File: config.mk
export PLATFORM = sky130hd
export DESIGN_NAME = rast_ctrl
export DESIGN_NICKNAME = d
export VERILOG_FILES = /design/src/hw/rtl/rast_pkg.sv /design/src/hw/rtl/rast_ctrl.sv
export SDC_FILE = /design/constraint.sdc
export NUM_CORES = 1
export LEC_CHECK = 0
export BUFFER_PORTS_ARGS = -buffer_cell sky130_fd_sc_hd__buf_2
export CORE_MARGIN = 2
export CORE_UTILIZATION = 30
export CTS_BUF_LIST = sky130_fd_sc_hd__clkbuf_8
export CTS_CLUSTER_SIZE = 24
export DETAILED_ROUTE_END_ITERATION = 8
export PLACE_DENSITY = 0.5
export SLEW_MARGIN = 20
export SYNTH_ARGS = -nofsm -noshare
export SYNTH_HDL_FRONTEND = slang
export SYNTH_SLANG_ARGS = --single-unit
File: constraint.sdc
create_clock -name clk -period 5.3 [get_ports clk]
set_input_delay 1.325 -clock clk [delete_from_list [all_inputs] [get_ports clk]]
set_output_delay 1.325 -clock clk [all_outputs]
set_load 0.1 [all_outputs]
File: src/hw/rtl/rast_pkg.sv
// Shared types and constants for the range assign and range sum store.
package rast_pkg;

    localparam int unsigned IDX_W = 11;
    localparam int unsigned VAL_W = 32;
    localparam int unsigned SUM_W = 42;
    localparam logic [IDX_W-1:0] COUNT_RESET = 11'd1024;

    localparam logic CMD_ASSIGN = 1'b0;
    localparam logic CMD_QUERY  = 1'b1;

    localparam logic STATUS_DONE    = 1'b0;
    localparam logic STATUS_INVALID = 1'b1;

    typedef struct packed {
        logic load;
        logic clear_en;
        logic write_en;
        logic read_en;
        logic finish;
    } rast_cmd_t;

    typedef struct packed {
        logic clear_done;
        logic cursor_last;
        logic is_query;
        logic invalid;
        logic out_busy;
    } rast_stat_t;

endpackage

File: src/hw/rtl/rast_ctrl.sv
// Sequencing state machine for the range assign and range sum store.
module rast_ctrl
    import rast_pkg::*;
(
    input  logic       clk,
    input  logic       rst_n,
    input  logic       in_valid,
    output logic       in_stall,
    input  logic       cfg_we,
    input  rast_stat_t stat,
    output rast_cmd_t  cmd
);

    typedef enum logic [6:0] {
        ST_CLEAR    = 7'b0000001,
        ST_IDLE     = 7'b0000010,
        ST_DISPATCH = 7'b0000100,
        ST_WRITE    = 7'b0001000,
        ST_READ     = 7'b0010000,
        ST_DRAIN    = 7'b0100000,
        ST_FINISH   = 7'b1000000
    } rast_state_t;

    rast_state_t state_reg;
    rast_state_t state_next;

    always_ff @(posedge clk or negedge rst_n)
    begin
        if (!rst_n)
        begin
            state_reg <= ST_CLEAR;
        end
        else
        begin
            state_reg <= state_next;
        end
    end

    assign in_stall = (state_reg != ST_IDLE);

    always_comb
    begin
        state_next = state_reg;
        cmd = '0;
        unique case (state_reg)
            ST_CLEAR:
            begin
                cmd.clear_en = 1'b1;
                if (stat.clear_done)
                begin
                    state_next = ST_IDLE;
                end
            end
            ST_IDLE:
            begin
                if (in_valid)
                begin
                    cmd.load = 1'b1;
                    state_next = ST_DISPATCH;
                end
            end
            ST_DISPATCH:
            begin
                priority if (stat.invalid)
                begin
                    state_next = ST_FINISH;
                end
                else if (stat.is_query)
                begin
                    state_next = ST_READ;
                end
                else
                begin
                    state_next = ST_WRITE;
                end
            end
            ST_WRITE:
            begin
                cmd.write_en = 1'b1;
                if (stat.cursor_last)
                begin
                    state_next = ST_FINISH;
                end
            end
            ST_READ:
            begin
                cmd.read_en = 1'b1;
                if (stat.cursor_last)
                begin
                    state_next = ST_DRAIN;
                end
            end
            ST_DRAIN:
            begin
                state_next = ST_FINISH;
            end
            ST_FINISH:
            begin
                if (!stat.out_busy)
                begin
                    cmd.finish = 1'b1;
                    state_next = ST_IDLE;
                end
            end
            default:
            begin
                state_next = ST_CLEAR;
            end
        endcase
        if (cfg_we)
        begin
            state_next = ST_CLEAR;
        end
    end

endmodule

After elaboration in Yosys (flattened, before gate mapping):

Cells that the tools add are included.
W data, S select, Z words.

* equal/unequal tests: 13
* reductions and logical operators: 1
* multiplexer cells: 16

Operators with widths (number)
* $mux W7: 7
* $pmux W7 S7: 1
* $ne A3 B3 Y1 const B: 5
* $eq A7 B1 Y1 const B: 1
* $eq A7 B2 Y1 const B: 1
* $eq A7 B3 Y1 const B: 1
* $eq A7 B4 Y1 const B: 1
* $eq A7 B5 Y1 const B: 1
* $eq A7 B6 Y1 const B: 1
* $eq A7 B7 Y1 const B: 1
* $mux W1: 7
* $ne A7 B2 Y1 const B: 1
* $mux W5: 1
* $reduce_and A5 Y1: 1

* word-level logic and storage cells: 31
* bits of input ports: 9
* register bits: 7

Longest topological paths before layout:

Gate-level depths: netlist of the first run.

* depth in word-level cells: 4
* mapped depth: 5

Least setup slack after synthesis of the first run:

No wires, ideal clock.

* kind: flip-flop to output port
* start: reg state_reg[4]
* end: out cmd[3] (netlist name)
* arrival: 3.087 ns
* stages on the path, launching flop included: 4
* setup slack: 0.888 ns
* required time: 3.975 ns
* path through: dfrtp_1 buf_6 or4_4 nor3_1

RTL lines
* start, declared: RTL line rast_ctrl.sv:24 `rast_state_t state_reg;`
* start signal, assigned: RTL line rast_ctrl.sv:35 `state_reg <= state_next;`
* end, declared: RTL line rast_ctrl.sv:11 `output rast_cmd_t cmd`

==> flow_summary.ini, run 1 <==
[floorplan]
die-area_mm2 = 0.00223
start_util_pct = 32.0
core_mm2 = 0.00175
num_rows = 15
die_w_um = 47.2
die_h_um = 47.2
num_io_pins = 15

[worst_setup_path]
cp-end-kind = output port
crit_top_cell = buf_2
arrival_ns = 2.07
worstSetupPathType = input pin to output port
crit_required_ns = 3.97
crit_family = buffers and inverters
cp_max_fo = 3
path_buf_inv = 2
crit_chain = buf_2, nor2_1, and3_1, buf_2
cpMaxStageDelayCell = buf_2
worst_setup_path_start_kind = input pin
critPathMaxStageDelay_ns = 0.42

[logic_synthesis]
synth_seq_cells = 7
yosys.area.top_type_share_pct = 26.8
yosys.cell_types.count = 35
postSynthAreaPerCell_um2 = 8.60
mappedNetlistArea_um2 = 559
yosysWarnings = 0
ys_top_cells_by_area = dfrtp_1 27%, dfstp_2 4.7%, nor2_1 4.7%, and3_1 4.5%, nand2b_1 3.4%
synth_largest_area_cell = dfrtp_1
synthesis.instances = 65
synth_edf_count = 0
syn_nets = 74
synthFlopType = dfrtp_1
postSynth.asyncResetShare_pct = 100
yosysSeqAreaShare_pct = 31.5

[timing]
final.setup_skew_ns = 0.00252
fin_tns_setup_ns = 0
setup_viol = 0
clock.fmax_ghz = 0.295
post-route-period-util_pct = 64.0
hold_viol = 0
rsz0062_at_grt = false
timing.final.crit_period_ns = 3.39
slew_violations = 0
max-slew-margin-rel_pct = 67.7
worst_pin_slew_ns = 0.488
layout_setup_ws_ns = 1.91

[routing]
met2_length_um = 562
routed-wl-met3_um = 88
drc = 0
wire_per_inst_um = 13.0
ant_nets = 0
vias = 547
drtIter0Drc = 14
vias_per_cell = 5.26
first_pass_iters = 4
drt-met1-wl_um = 700
detail_route.wirelength_um = 1350
highest_layer = met3

[clock_network]
clkLatencyLatePin_ns = 0.22
ctsResizeCount = 0
cts_buffer_depth = 2
cts_tree = yes
cts-htree-levels = 1
cts_buffers = 3
clockRootBuffer = clkbuf_8
postCtsHoldBufs = 0
path_clk_slew_ns = 0.04
clock_sinks = 7
post_cts_buffers = 0

[finish]
n_fill_cell = 189
diodes = 0
multi_input_area_um2 = 347
area_growth_pct = 21.7
register_area_um2 = 176
drive_above_1_share_pct = 26.6
final_common_cell = buf_2
nets = 89
largest_register_ffs = 7
layout_common_cells = 14 x buf_2, 7 x nor2_1, 6 x dfrtp_1, 4 x and3_1, 4 x inv_1

[job]
cap_violations = 0

[pwr]
power_uw = 298
ir_worst_vdd_v = 0.000247
pwr_density_cell_mw_per_mm2 = 438
cellLeakagePower_uw = 0.000319

[grt]
grt_max_degree = 12
grt_overflow = 0
grt_use_total_pct = 15.2
grt_pass1_wl_um = 2300
grt_pass1_vias = 480
antenna_found_initial = 0

[outcome]
status = complete, no violations

[min_path]
min_path_type = register to register

[placed_design]
port_buffers = 14
gp_congestion = 0.773
dpl_worst_slack_ns = 1.91
hpwl_um = 1080
[per-stage QoR]
step	hold slack [ns]	area (um^2)	cells	utilization (%)
floorplan	0.598	559	65	-
global placement	0.554	636	100	36.4
detailed placement	0.547	636	100	36.4
CTS	0.552	681	104	39.0
global route	0.563	681	104	39.0
finish	0.548	681	104	39.0
[path summary, 6_finish.rpt]
path / from / endpoint / slack, ns / cells past startpoint
max: stat[0] / cmd[0] / 1.91 / 4
min: state_reg[0] / state_reg[0] / 0.55 / 2
max reg2reg: state_reg[4] / state_reg[0] / 3.58 / 4
min reg2reg: state_reg[0] / state_reg[0] / 0.55 / 2
max in group asynchronous: rst_n / state_reg[0] / 4.14 / 1
min in group asynchronous: rst_n / state_reg[5] / 0.92 / 1
[cell families after synthesis]
kind of cell	synth area share, %
and+or+nand+nor	37.1
buffers and inverters	6.49
xor gates and xnor gates	6.27
AOI/OAI and AO/OA	18.6
DFF	31.5
[final cells by class]
class | instances | share of cell area, %
Sequential cell | 7 | 25.9
Clock buffer | 3 | 6.07
Timing Repair Buffer | 14 | 10.3
Tap cell | 25 | 4.60
Multi-Input combinational cell | 51 | 50.9
Clock inverter | 1 | 0.551
Inverter | 3 | 1.65
[metal layers]
layer  track usage [%]  up-vias
li1                  -      272
met1              21.6      251
met2              20.8       24
met3              6.92        0
met4              3.33        0
met5                 0        -
[tightest hold or removal path, delay by kind of cell (launching register included)]
family                 cells  cell delay, ns
AO/OA/AOI/OAI              1            0.05
flip-flops                 1            0.42
buffers and inverters      1            0.07
[power by group]
part / switching [uW] / leakage (uW) / total, uW / internal (uW)
Clock: 20.8 / 0.0000269 / 70.6 / 49.8
Sequential: 20.7 / 0.0000935 / 84.6 / 63.9
Combinational: 98.8 / 0.000198 / 143 / 44.1
[synth_stat cells, types with 2 or more instances]
cell type	count
nand3b_1	2
xor2_1	2
nor4_1	2
o22ai_1	2
xnor2_1	2
and3_1	4
o21ai_0	2
nor4b_1	2
a21oi_1	2
dfrtp_1	6
and2_1	2
nand2_1	2
buf_2	2
nor3_1	2
nand2b_1	3
inv_1	3
nor2_1	7
Power figures use the tool's default switching activity.
==> run 2, diff against run 1 <==
PLACE_DENSITY = 0.52   (was 0.5)
clock period = 3.1 ns   (was 5.3 ns; I/O delays follow)
==> flow_summary.ini, run 2 (synthesis gave the netlist of run 1 again) <==
[finish]
largest_register_ffs = 7
layout_common_cells = 14 x buf_2, 7 x nor2_1, 6 x dfrtp_1, 4 x and3_1, 4 x inv_1
drive_above_1_share_pct = 27.8
stdcell_area_um2 = 686
diodes = 0
final_common_cell = buf_2
area_growth_pct = 22.6
n_fill_cell = 199
nets = 89

[floorplan]
die_h_um = 47.2
die-area_mm2 = 0.00223
num_rows = 15
die_w_um = 47.2
core_mm2 = 0.00175
start_util_pct = 32.0
num_io_pins = 15

[grt]
grt_use_total_pct = 15.6
grt_pass1_vias = 509
antenna_found_initial = 0
grt_max_degree = 12
grt_pass1_wl_um = 2330
grt_overflow = 0

[timing]
worst_pin_slew_ns = 0.489
hold_viol = 0
slew_violations = 0
final.setup_skew_ns = 0.00166
whs_ns = 0.370
clock.fmax_ghz = 0.355
post-route-period-util_pct = 90.9
layout_setup_ws_ns = 0.282
max-slew-margin-rel_pct = 67.6
rsz0062_at_grt = false
timing.final.crit_period_ns = 2.82
fin_tns_setup_ns = 0
setup_viol = 0

[pwr]
power_uw = 526
cellLeakagePower_uw = 0.000320
pwr_density_cell_mw_per_mm2 = 767
ir_worst_vdd_v = 0.000525

[clock_network]
cts_tree = yes
path_clk_slew_ns = 0.04
clock_sinks = 7
clockRootBuffer = clkbuf_8
ctsResizeCount = 0
clkLatencyLatePin_ns = 0.23
post_cts_buffers = 0
cts_buffer_depth = 2
cts_buffers = 3
cts-htree-levels = 1
postCtsHoldBufs = 0

[placed_design]
dpl_worst_slack_ns = 0.550
port_buffers = 14
gp_congestion = 0.769
place_area_um2 = 641
hpwl_um = 1070

[worst_setup_path]
cp-end-kind = output port
crit_family = simple AND/OR/NAND/NOR gates
worst-path-stages = 4
worst_setup_path_start_kind = register
crit_required_ns = 2.32
worstSetupPathType = register to output port
crit_path_end = cmd[0]
rr_worst_depth = 4
r2r_start = state_reg[4]
path_buf_inv = 1
reg2reg_slack_ns = 1.38
r2r-end = state_reg[0]
crit_chain = or4_4, nor2_1, and3_1, buf_2
critPathMaxStageDelay_ns = 0.57
cpMaxStageDelayCell = or4_4
cp-startpoint = state_reg[4]
arrival_ns = 2.04
cp_max_fo = 9

[routing]
vias = 555
wire_per_inst_um = 13.6
drc = 0
ant_nets = 0
drtIter0Drc = 8
detail_route.wirelength_um = 1410
vias_per_cell = 5.34
first_pass_iters = 4

[min_path]
min_path_type = input pin to asynchronous set/reset pin

[outcome]
status = complete, no violations

[job]
cap_violations = 0
==> run 2: cell count changes in the layout (fill, tap and decap cells not counted) <==
| cell | change |
|---|---|
| nor3_1 | -1 |
| nor3_2 | +1 |
==> run 2: per-layer routing <==
metal	up-vias	part of all wire (%)	GRT usage, %
met1	257	46	20.6
met5	-	0	0
li1	271	-	-
met2	25	44	22.7
met3	2	8.2	5.00
met4	0	1.5	8.33
==> run 2: stage by stage <==
stage | util [%] | std cells
after global placement | 36.7 | 100
after global routing | 39.3 | 104
after floorplan | - | 65
after CTS | 39.3 | 104
final | 39.3 | 104
after detailed placement | 36.7 | 100
==> run 2: worst min path at each step <==
stage | from | end | slack, ns | cells after the start
after floorplan | rst_n | state_reg[1] | 0.48 | 0
after global placement | state_reg[0] | state_reg[0] | 0.54 | 2
after detailed placement | state_reg[0] | state_reg[0] | 0.55 | 2
after CTS | rst_n | state_reg[5] | 0.37 | 1
after global routing | rst_n | state_reg[5] | 0.38 | 1
final | rst_n | state_reg[5] | 0.37 | 1
==> run 2: cell type report <==
type                    instances  area [um^2]  share of cell area, %
multi-input cells              51          352                   51.3
flip-flops and latches          7          176                   25.7
repair buffers                 14         70.1                   10.2
clock buffers                   3         41.3                   6.02
well taps                      25         31.3                   4.56
inverters                       3         11.3                   1.64
clock inverters                 1         3.75                  0.547
==> run 2: report_power, final <==
part	internal (uW)	total (uW)	switching, uW
Sequential	109	148	38.6
Clock	85.8	128	42.4
Combinational	77.6	250	172
